**config.mk**
```make
export PLATFORM = sky130hd
export DESIGN_NAME = cubic_bspline_curve_sampler_unit_flat
export DESIGN_NICKNAME = d
export VERILOG_FILES = /design/src/design/cbs_pkg.sv /design/src/design/cbs_point_if.sv /design/src/design/cbs_sample_if.sv /design/src/design/cubic_bspline_curve_sampler_unit.sv /design/src/design/cbs_mac.sv /design/src/flat_wrapper.sv
export SDC_FILE = /design/constraint.sdc
export NUM_CORES = 1
export LEC_CHECK = 0
export BUFFER_PORTS_ARGS = -buffer_cell sky130_fd_sc_hd__clkbuf_2
export CORE_MARGIN = 2
export CORE_UTILIZATION = 50
export CTS_BUF_LIST = sky130_fd_sc_hd__clkbuf_8
export CTS_CLUSTER_DIAMETER = 50
export DETAILED_ROUTE_END_ITERATION = 10
export PLACE_DENSITY_LB_ADDON = 0.1
export SLEW_MARGIN = 20
export SYNTH_ARGS = -nofsm -noshare
export SYNTH_HDL_FRONTEND = slang
export SYNTH_HIERARCHICAL = 1
export SYNTH_SLANG_ARGS = --single-unit
```
**constraint.sdc**
```tcl
create_clock -name clk -period 11.55 [get_ports clk]
set_input_delay 0.5775 -clock clk [delete_from_list [all_inputs] [get_ports clk]]
set_output_delay 0.5775 -clock clk [all_outputs]
set_load 0.01 [all_outputs]
```
**src/design/cbs_pkg.sv**
```systemverilog
package cbs_pkg;

    localparam int WEIGHT_W   = 18;
    localparam int FRAC_W     = 16;
    localparam int ROUND_HALF = 32768;
    localparam int TERMS      = 4;
    localparam int SEQ_STEPS  = 2 * TERMS;
    localparam int STEP_W     = 4;

    typedef logic [WEIGHT_W-1:0] weight_t;

    typedef struct packed {
        logic issue;
        logic first;
        logic sel_y;
    } mac_ctl_t;

endpackage

```
**src/design/cbs_point_if.sv**
```systemverilog
interface cbs_point_if #(
    parameter int COORD_BITS = 16
);
    logic                         valid;
    logic                         ready;
    logic                         start_curve;
    logic signed [COORD_BITS-1:0] ctrl_x;
    logic signed [COORD_BITS-1:0] ctrl_y;

    modport source (output valid, start_curve, ctrl_x, ctrl_y, input ready);
    modport sink (input valid, start_curve, ctrl_x, ctrl_y, output ready);
endinterface

```
**src/design/cbs_sample_if.sv**
```systemverilog
interface cbs_sample_if #(
    parameter int COORD_BITS = 16
);
    logic                         valid;
    logic                         ready;
    logic signed [COORD_BITS-1:0] curve_x;
    logic signed [COORD_BITS-1:0] curve_y;
    logic                         last_sample;

    modport source (output valid, curve_x, curve_y, last_sample, input ready);
    modport sink (input valid, curve_x, curve_y, last_sample, output ready);
endinterface

```
**src/design/cubic_bspline_curve_sampler_unit.sv**
```systemverilog
// Uniform cubic B-spline sampler. Control points (signed Q8.8) come in one beat at a time;
// the first three of a curve (and any beat with start_curve set, which begins a new curve)
// are only stored while ready stays high. Every further point closes a segment with the
// three before it and yields SAMPLES_PER_SEGMENT samples at u = k/SAMPLES_PER_SEGMENT, the
// last one flagged by last_sample. Each sample is computed on the single shared
// multiply-accumulate unit (4 weights times 2 coordinates, plus pipeline fill and the hand-off
// to the output register), and a sample waits in that register while the sink stalls. Point
// ready is low while a segment is computed. Results are rounded half up and saturated to
// COORD_BITS.
module cubic_bspline_curve_sampler_unit #(
    parameter int SAMPLES_PER_SEGMENT = 5,
    parameter int COORD_BITS          = 16
) (
    input  logic         clk,
    input  logic         rst_n,
    cbs_point_if.sink    point,
    cbs_sample_if.source sample
);
    localparam int KW = (SAMPLES_PER_SEGMENT > 1) ? $clog2(SAMPLES_PER_SEGMENT) : 1;
    localparam logic [KW-1:0] K_LAST = KW'(SAMPLES_PER_SEGMENT - 1);

    localparam logic [1:0] ST_IDLE = 2'd0;
    localparam logic [1:0] ST_CALC = 2'd1;
    localparam logic [1:0] ST_EMIT = 2'd2;

    localparam logic [cbs_pkg::STEP_W-1:0] STEP_END = cbs_pkg::STEP_W'(cbs_pkg::SEQ_STEPS);

    cbs_pkg::weight_t w_tab [SAMPLES_PER_SEGMENT][cbs_pkg::TERMS];

    for (genvar gk = 0; gk < SAMPLES_PER_SEGMENT; gk++)
    begin : g_wt
        localparam longint S   = SAMPLES_PER_SEGMENT;
        localparam longint T   = gk;
        localparam longint R   = S - T;
        localparam longint DEN = 6 * S * S * S;
        localparam longint N0  = R * R * R;
        localparam longint N1  = 3 * T * T * T - 6 * T * T * S + 4 * S * S * S;
        localparam longint N2  = -3 * T * T * T + 3 * T * T * S + 3 * T * S * S + S * S * S;
        localparam longint N3  = T * T * T;
        localparam longint W0  = (N0 * 65536 + DEN / 2) / DEN;
        localparam longint W1  = (N1 * 65536 + DEN / 2) / DEN;
        localparam longint W2  = (N2 * 65536 + DEN / 2) / DEN;
        localparam longint W3  = (N3 * 65536 + DEN / 2) / DEN;
        assign w_tab[gk][0] = cbs_pkg::WEIGHT_W'(W0);
        assign w_tab[gk][1] = cbs_pkg::WEIGHT_W'(W1);
        assign w_tab[gk][2] = cbs_pkg::WEIGHT_W'(W2);
        assign w_tab[gk][3] = cbs_pkg::WEIGHT_W'(W3);
    end

    logic [1:0]                     state_reg, state_next;
    logic [1:0]                     held_reg, held_next;
    logic [KW-1:0]                  k_reg, k_next;
    logic [cbs_pkg::STEP_W-1:0]     step_reg, step_next;
    logic                           out_valid_reg, out_valid_next;

    logic signed [COORD_BITS-1:0]   win_x_reg [3];
    logic signed [COORD_BITS-1:0]   win_y_reg [3];
    logic signed [COORD_BITS-1:0]   px_reg, py_reg;
    logic signed [COORD_BITS-1:0]   out_x_reg, out_y_reg;
    logic                           out_last_reg;

    logic                           accept;
    logic                           fill;
    logic [1:0]                     fill_idx;
    logic                           out_load;
    logic                           seg_done;
    logic [1:0]                     term;
    logic                           sel_y;
    logic signed [COORD_BITS-1:0]   op;
    cbs_pkg::mac_ctl_t              ctl;
    logic signed [COORD_BITS-1:0]   res_x, res_y;

    assign point.ready = (state_reg == ST_IDLE);
    assign accept      = point.valid && point.ready;
    assign fill        = point.start_curve || (held_reg != 2'd3);
    assign fill_idx    = point.start_curve ? 2'd0 : held_reg;

    assign term     = step_reg[1:0];
    assign sel_y    = step_reg[2];
    assign out_load = (state_reg == ST_EMIT) && (!out_valid_reg || sample.ready);
    assign seg_done = out_load && (k_reg == K_LAST);

    always_comb
    begin
        if (term == 2'd3)
            op = sel_y ? py_reg : px_reg;
        else
            op = sel_y ? win_y_reg[term] : win_x_reg[term];
    end

    always_comb
    begin
        ctl.issue = (state_reg == ST_CALC) && (step_reg != STEP_END);
        ctl.first = (term == 2'd0);
        ctl.sel_y = sel_y;
    end

    cbs_mac #(
        .COORD_BITS(COORD_BITS)
    ) u_mac (
        .clk   (clk),
        .rst_n (rst_n),
        .ctl   (ctl),
        .op    (op),
        .wt    (w_tab[k_reg][term]),
        .res_x (res_x),
        .res_y (res_y)
    );

    always_comb
    begin
        state_next     = state_reg;
        held_next      = held_reg;
        k_next         = k_reg;
        step_next      = step_reg;
        out_valid_next = out_valid_reg;

        if (out_valid_reg && sample.ready)
            out_valid_next = 1'b0;

        unique case (state_reg)
            ST_IDLE:
            begin
                if (accept)
                begin
                    if (fill)
                    begin
                        held_next = fill_idx + 2'd1;
                    end
                    else
                    begin
                        state_next = ST_CALC;
                        k_next     = '0;
                        step_next  = '0;
                    end
                end
            end
            ST_CALC:
            begin
                if (step_reg == STEP_END)
                    state_next = ST_EMIT;
                else
                    step_next = step_reg + cbs_pkg::STEP_W'(1);
            end
            ST_EMIT:
            begin
                if (out_load)
                begin
                    out_valid_next = 1'b1;
                    step_next      = '0;
                    if (seg_done)
                    begin
                        state_next = ST_IDLE;
                        k_next     = '0;
                    end
                    else
                    begin
                        state_next = ST_CALC;
                        k_next     = k_reg + KW'(1);
                    end
                end
            end
            default:
            begin
                state_next = ST_IDLE;
            end
        endcase
    end

    always_ff @(posedge clk or negedge rst_n)
    begin
        if (!rst_n)
        begin
            state_reg     <= ST_IDLE;
            held_reg      <= 2'd0;
            k_reg         <= '0;
            step_reg      <= '0;
            out_valid_reg <= 1'b0;
        end
        else
        begin
            state_reg     <= state_next;
            held_reg      <= held_next;
            k_reg         <= k_next;
            step_reg      <= step_next;
            out_valid_reg <= out_valid_next;
        end
    end

    // point window and output beat
    always_ff @(posedge clk)
    begin
        if (accept)
        begin
            if (fill)
            begin
                win_x_reg[fill_idx] <= point.ctrl_x;
                win_y_reg[fill_idx] <= point.ctrl_y;
            end
            else
            begin
                px_reg <= point.ctrl_x;
                py_reg <= point.ctrl_y;
            end
        end
        if (seg_done)
        begin
            win_x_reg[0] <= win_x_reg[1];
            win_x_reg[1] <= win_x_reg[2];
            win_x_reg[2] <= px_reg;
            win_y_reg[0] <= win_y_reg[1];
            win_y_reg[1] <= win_y_reg[2];
            win_y_reg[2] <= py_reg;
        end
        if (out_load)
        begin
            out_x_reg    <= res_x;
            out_y_reg    <= res_y;
            out_last_reg <= (k_reg == K_LAST);
        end
    end

    assign sample.valid       = out_valid_reg;
    assign sample.curve_x     = out_x_reg;
    assign sample.curve_y     = out_y_reg;
    assign sample.last_sample = out_last_reg;

endmodule

```
**src/design/cbs_mac.sv**
```systemverilog
module cbs_mac #(
    parameter int COORD_BITS = 16
) (
    input  logic                         clk,
    input  logic                         rst_n,
    input  cbs_pkg::mac_ctl_t            ctl,
    input  logic signed [COORD_BITS-1:0] op,
    input  cbs_pkg::weight_t             wt,
    output logic signed [COORD_BITS-1:0] res_x,
    output logic signed [COORD_BITS-1:0] res_y
);
    localparam int ACC_W  = COORD_BITS + cbs_pkg::WEIGHT_W;
    localparam int FULL_W = COORD_BITS + cbs_pkg::WEIGHT_W + 1;
    localparam int QW     = ACC_W + 1;
    localparam logic signed [QW-1:0] SAT_HI = QW'((longint'(1) <<< (COORD_BITS - 1)) - 1);
    localparam logic signed [QW-1:0] SAT_LO = -SAT_HI - QW'(1);

    logic signed [FULL_W-1:0] full;
    logic signed [ACC_W-1:0]  prod_reg;
    logic                     prod_valid_reg;
    logic                     prod_first_reg;
    logic                     prod_y_reg;
    logic signed [ACC_W-1:0]  acc_x_reg;
    logic signed [ACC_W-1:0]  acc_y_reg;

    function automatic logic signed [COORD_BITS-1:0] round_sat(input logic signed [ACC_W-1:0] a);
        logic signed [QW-1:0] q;
        logic signed [QW-1:0] r;
        q = {a[ACC_W-1], a} + QW'(cbs_pkg::ROUND_HALF);
        r = q >>> cbs_pkg::FRAC_W;
        if (r > SAT_HI)
            return {1'b0, {(COORD_BITS-1){1'b1}}};
        else if (r < SAT_LO)
            return {1'b1, {(COORD_BITS-1){1'b0}}};
        else
            return r[COORD_BITS-1:0];
    endfunction

    assign full = op * signed'({1'b0, wt});

    always_ff @(posedge clk or negedge rst_n)
    begin
        if (!rst_n)
        begin
            prod_valid_reg <= 1'b0;
        end
        else
        begin
            prod_valid_reg <= ctl.issue;
        end
    end

    // product stage, then accumulate
    always_ff @(posedge clk)
    begin
        if (ctl.issue)
        begin
            prod_reg       <= full[ACC_W-1:0];
            prod_first_reg <= ctl.first;
            prod_y_reg     <= ctl.sel_y;
        end
        if (prod_valid_reg)
        begin
            if (prod_y_reg)
                acc_y_reg <= prod_first_reg ? prod_reg : acc_y_reg + prod_reg;
            else
                acc_x_reg <= prod_first_reg ? prod_reg : acc_x_reg + prod_reg;
        end
    end

    assign res_x = round_sat(acc_x_reg);
    assign res_y = round_sat(acc_y_reg);

endmodule

```
**src/flat_wrapper.sv**
```systemverilog
// flat-port wrapper written by rule: the top's interface ports become plain ports
module cubic_bspline_curve_sampler_unit_flat 
#(
    parameter int SAMPLES_PER_SEGMENT = 5,
    parameter int COORD_BITS          = 16
)
  (clk, rst_n, point_valid, point_start_curve, point_ctrl_x, point_ctrl_y, point_ready, sample_valid, sample_curve_x, sample_curve_y, sample_last_sample, sample_ready);
  cbs_point_if #(.COORD_BITS(COORD_BITS)) point_i ();
  cbs_sample_if #(.COORD_BITS(COORD_BITS)) sample_i ();
  input  logic clk;
  input  logic rst_n;
  input wire logic [$bits(point_i.valid)-1:0] point_valid;
  input wire logic [$bits(point_i.start_curve)-1:0] point_start_curve;
  input wire logic [$bits(point_i.ctrl_x)-1:0] point_ctrl_x;
  input wire logic [$bits(point_i.ctrl_y)-1:0] point_ctrl_y;
  output wire logic [$bits(point_i.ready)-1:0] point_ready;
  output wire logic [$bits(sample_i.valid)-1:0] sample_valid;
  output wire logic [$bits(sample_i.curve_x)-1:0] sample_curve_x;
  output wire logic [$bits(sample_i.curve_y)-1:0] sample_curve_y;
  output wire logic [$bits(sample_i.last_sample)-1:0] sample_last_sample;
  input wire logic [$bits(sample_i.ready)-1:0] sample_ready;
  assign point_i.valid = point_valid;
  assign point_i.start_curve = point_start_curve;
  assign point_i.ctrl_x = point_ctrl_x;
  assign point_i.ctrl_y = point_ctrl_y;
  assign point_ready = point_i.ready;
  assign sample_valid = sample_i.valid;
  assign sample_curve_x = sample_i.curve_x;
  assign sample_curve_y = sample_i.curve_y;
  assign sample_last_sample = sample_i.last_sample;
  assign sample_i.ready = sample_ready;
  cubic_bspline_curve_sampler_unit #(.SAMPLES_PER_SEGMENT(SAMPLES_PER_SEGMENT), .COORD_BITS(COORD_BITS)) u_core (.clk(clk), .rst_n(rst_n), .point(point_i), .sample(sample_i));
endmodule
```
== Yosys cells after proc, flatten, opt, wreduce, memory -nomap -nowiden ==
Memory sizes are Yosys's and may differ from the RTL's.
Index checks and enable logic that the tools add are counted.
Word-level totals
  memories kept: 3
  output and inout bits: 35
  logic and storage cells: 113
  bits in read-only memories: 576
  input port bits: 37
  memory bits (writable): 96
  register bits: 182
Operators by class
  reductions and logical operators: 21
  order comparisons: 6
  mux-type cells: 43
  $mul: 1
  bitwise operators: 4
  eq/ne operators: 12
  add/sub/neg operators: 7
Memory list
  (name not given): depth 8, bits a word 72, rd ports 1, clocked after memory_dff 0, write ports 0, line cubic_bspline_curve_sampler_unit.sv:105  | .wt (w_tab[k_reg][term]),
  u_core.win_x_reg: depth 3, bits a word 16, rd ports 3, clocked after memory_dff 0, write ports 3, line cubic_bspline_curve_sampler_unit.sv:56  | logic signed [COORD_BITS-1:0] win_x_reg [3];
  u_core.win_y_reg: depth 3, bits a word 16, rd ports 3, clocked after memory_dff 0, write ports 3, line cubic_bspline_curve_sampler_unit.sv:57  | logic signed [COORD_BITS-1:0] win_y_reg [3];
Operators with widths (number)
  72-bit 2-to-1 mux: 2
  16-bit 2-to-1 mux: 7
  34-bit by 17-bit adder with 35-bit output (second input constant): 2
  34-bit adder: 2
  34-bit 2-to-1 mux: 2
  19-bit by 16-bit > comparator with 1-bit output (second input constant): 2
  19-bit by 16-bit less-than comparator with 1-bit output (second input constant): 2
  18-bit binary-select mux with 2-bit select: 1
  18-bit 2-to-1 mux: 2
  16-bit by 19-bit multiplier with 34-bit output: 1
  16-bit OR reduction: 2
  4-bit 2-to-1 mux: 4
  2-bit 2-to-1 mux: 7
  3-bit 2-to-1 mux: 4
  4-bit one-hot mux with 3 select lines: 1
  1-bit 2-to-1 mux: 11
  2-bit != test (second input constant): 5
  4-bit AND reduction: 2
  2-bit one-hot mux with 3 select lines: 1
  3-bit one-hot mux with 2 select lines: 1
  2-bit AND reduction: 3
  1-bit logical AND: 5
  5-bit AND reduction: 1
  4-bit by 1-bit adder with 4-bit output (second input constant): 1
  other kinds (19): 23

== Depth between registers and ports, before layout ==
  word-level depth: 8
  mapped depth: 31

== Cells and area by module ==
Netlist, hierarchy kept.
Modules (own cells, without submodules)
  cbs_mac: seq. area each 3148.0 um^2, area an instance 17738.3 um^2, cells an instance 1964, times used 1
  cubic_bspline_curve_sampler_unit: seq. area each 6095.8 um^2, area an instance 9232.6 um^2, cells an instance 541, times used 1

== Worst setup path before layout ==
OpenSTA, ideal clock, no wires.
  path kind: register to register
  start: register u_core/step_reg[0] (netlist bit)
  end: register u_core.u_mac.prod_reg[29], data pin
  data arrival time: 7132 ps
  path buffers: 5
  cell stages (with the launch flop): 26
  path slack: 4138 ps
  period minus slack after synthesis: 7412 ps
  data required time: 11270 ps
  path through: dfrtp_1 -> buf_4 -> buf_2 -> buf_2 -> buf_2 -> o31ai_1 -> clkbuf_1 -> nand2_1 -> fa_1 -> fa_1 -> fa_1 -> inv_1 -> fa_1 -> fa_1 -> inv_1 -> fa_1 -> inv_1 -> ha_1 -> and2_1 -> o32a_1 -> a21oi_2 -> o221a_2 -> nand3_1 -> a31o_2 -> a21oi_1 -> o211ai_1
On the way
  longest elaborated chain between the ends: 5
  elaborated cells between the ends (all ways): 10
Ends and longest elaborated chain
  start: declaration: line cubic_bspline_curve_sampler_unit.sv:53  | logic [cbs_pkg::STEP_W-1:0] step_reg, step_next;
  start signal: assignment: line cubic_bspline_curve_sampler_unit.sv:185  | step_reg <= step_next;
  2-bit NOT with 3-bit output (not written as such): line cubic_bspline_curve_sampler_unit.sv:105
  18-bit binary-select mux with 2-bit select: line cubic_bspline_curve_sampler_unit.sv:105
  18-bit 2-to-1 mux (not written as such) (2 in series): line cubic_bspline_curve_sampler_unit.sv:105
  16-bit by 19-bit multiplier with 34-bit output *: line cbs_mac.sv:39  | assign full = op * signed'({1'b0, wt});
  named net u_core.u_mac.full[29]: line cbs_mac.sv:18  | logic signed [FULL_W-1:0] full;
  end signal: assignment: line cbs_mac.sv:58  | prod_reg <= full[ACC_W-1:0];
  end: declaration: line cbs_mac.sv:19  | logic signed [ACC_W-1:0] prod_reg;
Mark *: on every way through the listed nets, which the timed path passes. The rest lies on a longest branch. The select of a mux whose other input is x is not followed.
A chain may end at the register's enable or synchronous reset.

== Worst setup path in the final report ==
  start: register u_core/step_reg[0] (netlist bit)
  end: register u_core.u_mac.prod_reg[29], data pin
On the way
  elaborated cells between the ends (all ways): 10
RTL lines
  memory read 3 x 16 bit, on equally long branches
  16-bit 2-to-1 mux: line cubic_bspline_curve_sampler_unit.sv:88  | op = sel_y ? win_y_reg[term] : win_x_reg[term];
  16-bit 2-to-1 mux *: line cubic_bspline_curve_sampler_unit.sv:85  | if (term == 2'd3)
  named net u_core.op[3]: line cubic_bspline_curve_sampler_unit.sv:69  | logic signed [COORD_BITS-1:0] op;
  16-bit by 19-bit multiplier with 34-bit output *: line cbs_mac.sv:39
  named net u_core.u_mac.full[29]: line cbs_mac.sv:18
Marks and branches as above.

==> reports/metrics.json <==
{
  "status": {
    "outcome": "complete, no violations"
  },
  "yosys": {
    "synth.avg_cell_area_um2": 10.77,
    "synth_top_cell_area_share_pct": 33.07,
    "yosys.area_share.adder_pct": 25.99,
    "synthXorXnorAreaFrac_pct": 3.767,
    "synth_cells": 2505,
    "main_combinational_cell_family_by_area_after_synthesis": "adder cells",
    "ys_dominant_reg_cell": "sky130_fd_sc_hd__edfxtp_1",
    "synth_edf_count": 297,
    "synth_seq_cells": 310,
    "synth.top_cells.by_area": "sky130_fd_sc_hd__edfxtp_1 33%, sky130_fd_sc_hd__fa_1 17%, sky130_fd_sc_hd__ha_1 9.3%, sky130_fd_sc_hd__inv_1 4.4%, sky130_fd_sc_hd__mux2_2 4.0%",
    "yosysUniqueCellTypes": 84,
    "synth_simple_gate_area_share_pct": 11.59,
    "async_reset_ff_share_pct": 4.194,
    "area_of_the_mapped_netlist_mm2": 0.02697,
    "post_synth_mux_area_share_pct": 7.423,
    "yosysWarningCount": 6,
    "yosysMostFrequentCell": "sky130_fd_sc_hd__inv_1",
    "synth_common_cells": "315 x sky130_fd_sc_hd__inv_1, 297 x sky130_fd_sc_hd__edfxtp_1, 252 x sky130_fd_sc_hd__nand2_1, 224 x sky130_fd_sc_hd__fa_1, 201 x sky130_fd_sc_hd__ha_1",
    "yosysSeqAreaShare_pct": 34.27,
    "synth_compound_area_share_pct": 10.95,
    "yosysTopAreaCell": "sky130_fd_sc_hd__edfxtp_1"
  },
  "placed_design": {
    "dp.final_hpwl_um": 47420,
    "port-buffer-count": 71,
    "dpl_worst_slack_ns": 3.044,
    "final_wtd_congestion": 0.8689
  },
  "grt": {
    "globalRouteTotalUtil_pct": 23.51,
    "gr-total-overflow": 0,
    "wire_length_of_the_first_global_routing_pass_um": 104600,
    "grt_antenna_before_repair": 1,
    "grt_start_max_net_pins": 82,
    "first_global_vias": 19470
  },
  "finish": {
    "seq_cell_area_mm2": 0.009246,
    "final.fill_count": 4727,
    "postLayoutCoreUtil_pct": 54.35,
    "multi_input_area_mm2": 0.01625,
    "num-nets-final": 3030,
    "area_growth_syn_to_layout_pct": 8.021,
    "final_layout_size_suffix_gt1_share_pct": 12.33
  },
  "worst_setup_path": {
    "crit_path_end_kind": "register",
    "worst_path_most_repeated_cell": "sky130_fd_sc_hd__fa_1",
    "critical_path.slowest_cell": "sky130_fd_sc_hd__and2_1",
    "worst_path_largest_cell_delay_ns": 0.84,
    "critical_path.reg2reg.endpoint": "u_core/u_mac/prod_reg[29]",
    "worstPathRequired_ns": 11.88,
    "crit_arrival_ns": 8.82,
    "cp-start-kind": "register",
    "cell_class_contributing_the_biggest_share_of_worst_path_delay": "adder cells",
    "path_max_fanout": 18,
    "criticalPathCategory": "register to register",
    "crit_chain": "ha_1 -> and2_1 -> a22oi_1 -> nand2_1 -> nand2_1 -> fa_1 -> fa_1 -> fa_1 -> inv_1 -> fa_1 -> fa_1 -> inv_1 -> fa_1 -> inv_1 -> ha_1 -> and2_1 -> o32a_1 -> a21oi_2 -> o221a_2 -> nand3_1 -> a31o_2 -> a21oi_1 -> o211ai_1",
    "r2r.worst_path.cells": 23,
    "beginning_of_the_worst_register_to_register_path": "u_core/step_reg[0]",
    "path_buf_inv": 3,
    "setup.reg_to_reg.worst_slack_ns": 3.07
  },
  "hold_path": {
    "whs_path_depth": 1,
    "worstHoldEndpoint": "u_core/win_x_reg[3][11]",
    "worstHoldPathType": "primary input to register",
    "timing.hold.worst.start": "point_ctrl_x[11]"
  },
  "floorplan": {
    "fp-row-count": 85,
    "dieWidth_um": 236.3,
    "io_pins": 72,
    "dieHeight_um": 236.3,
    "initial_utilization_pct": 50.32,
    "floorplan.core_area_mm2": 0.05360,
    "die_area_mm2": 0.05582
  },
  "route": {
    "detailedRoute.firstIterationViolations": 1295,
    "ant_nets": 0,
    "via_count": 18690,
    "wire_per_inst_um": 19.35,
    "first_pass_iters": 5,
    "number_of_drc_violations_after_detailed_routing": 0,
    "routed_wirelength_um": 64020,
    "vias_per_std_cell": 5.648
  },
  "cts": {
    "tritoncts": "built",
    "clk_latency_ns": 0.64,
    "cts_made_buffers": 56,
    "clk_root_buffer_cell": "sky130_fd_sc_hd__clkbuf_8",
    "cts_htree_levels": 2,
    "post_cts_setup_repair_buffer_count": 0,
    "numClockSinks": 310,
    "clkSlewWorstSetupHoldPaths_ns": 0.06,
    "ctsLongestPathBuffers": 3
  },
  "timing": {
    "setup_viol": 0,
    "finalWorstSetupSlack_ns": 3.066,
    "fin_skew_ns": 0.03572,
    "max_slew_margin_pct": 22.58,
    "fin_tns_setup_ns": 0,
    "report.final.hold_viol_count": 0,
    "final.min_clock_period_ns": 8.484,
    "tightestPinTransition_ns": 1.161,
    "rsz0062_at_grt": "no",
    "max_freq_ghz": 0.1179,
    "timing.final.max_slew_violations": 0,
    "final.period_utilization_pct": 73.46
  },
  "flow_run": {
    "max_cap_viols": 0
  }
}
## layer usage
layer  GRT usage (%)  share of wire [%]
met1           32.71                 46
met2           38.49                 47
met4           7.518                3.0
met5               0                  0
met3           2.972                4.6
## layout by cell type, fill, tap and decap left out, types with 7 or more instances in the layout
master and n:
sky130_fd_sc_hd__xnor2_1 64, sky130_fd_sc_hd__nor2b_1 17, sky130_fd_sc_hd__edfxtp_1 297, sky130_fd_sc_hd__a211oi_1 17
sky130_fd_sc_hd__a22oi_1 34, sky130_fd_sc_hd__nand2_1 252, sky130_fd_sc_hd__a21o_1 63, sky130_fd_sc_hd__fa_1 224
sky130_fd_sc_hd__o21bai_1 14, sky130_fd_sc_hd__mux2_1 7, sky130_fd_sc_hd__clkbuf_8 60, sky130_fd_sc_hd__xor2_1 52
sky130_fd_sc_hd__nand3_1 34, sky130_fd_sc_hd__inv_1 337, sky130_fd_sc_hd__and3_1 14, sky130_fd_sc_hd__dfrtp_1 11
sky130_fd_sc_hd__nor3_1 13, sky130_fd_sc_hd__clkbuf_2 71, sky130_fd_sc_hd__ha_1 201, sky130_fd_sc_hd__nand4_1 16
sky130_fd_sc_hd__o21a_1 11, sky130_fd_sc_hd__o21ai_0 124, sky130_fd_sc_hd__nor2_1 76, sky130_fd_sc_hd__buf_4 23
sky130_fd_sc_hd__o211ai_1 15, sky130_fd_sc_hd__and2_1 147, sky130_fd_sc_hd__clkinv_1 11, sky130_fd_sc_hd__o21ai_1 7
sky130_fd_sc_hd__conb_1 14, sky130_fd_sc_hd__o31ai_1 10, sky130_fd_sc_hd__a31oi_1 10, sky130_fd_sc_hd__mux4_2 33
sky130_fd_sc_hd__a21oi_1 92, sky130_fd_sc_hd__mux2i_1 10, sky130_fd_sc_hd__mux2_2 95, sky130_fd_sc_hd__nand2b_1 29
## logic make-up (layout without fill, tap and decap cells)
group                    after synthesis  count (layout)
AND/OR/NAND/NOR                      632             632
XOR/XNOR                             116             116
other                                  1              16
flip-flops                           310             310
multiplexers                         146             146
AO/OA/AOI/OAI                        455             455
buffers and inverters                419             512
adder cells (fa/ha/maj)              426             426
## worst max path at each step
stage / end / from / cells after the start / slack [ns]
2_1_floorplan: u_core/u_mac/prod_reg[29] / u_core/step_reg[0] / 25 / 4.14
3_3_place_gp: u_core/u_mac/prod_reg[29] / u_core/step_reg[0] / 23 / 3.16
3_5_place_dp: u_core/u_mac/prod_reg[29] / u_core/step_reg[0] / 23 / 3.04
4_1_cts: u_core/u_mac/prod_reg[29] / u_core/step_reg[0] / 23 / 3.03
5_1_grt: u_core/u_mac/prod_reg[26] / u_core/step_reg[0] / 24 / 2.53
6_report: u_core/u_mac/prod_reg[29] / u_core/step_reg[0] / 23 / 3.07
## cell type report
class                   count  share of cell area [%]
multi-input cells        1789                   55.78
flip-flops and latches    310                   31.74
inverters                 316                   4.071
well taps                 696                   2.989
clock buffers              60                   2.834
repair buffers             95                   1.847
clock inverters            41                  0.7258
diodes                      2                 0.01718
## stage by stage
step                      cell area (um2)  instances  hold slack, ns
after floorplan                     27020       2518          0.2819
after global placement              28070       3205          0.5103
after detailed placement            28070       3205          0.5197
after CTS                           29120       3307          0.1353
after global routing                29130       3309          0.1619
final                               29130       3309          0.1904
## repair_timing
item / 4_1_cts / 5_1_grt
resized for setup: 0 / 0
endpoints found under the hold margin: 13 / 0
hold buffers: 1 / 0
Power is left out: the tool's default activity adds up to more than one toggle a clock period on the data nets, which glitch-free logic cannot reach.
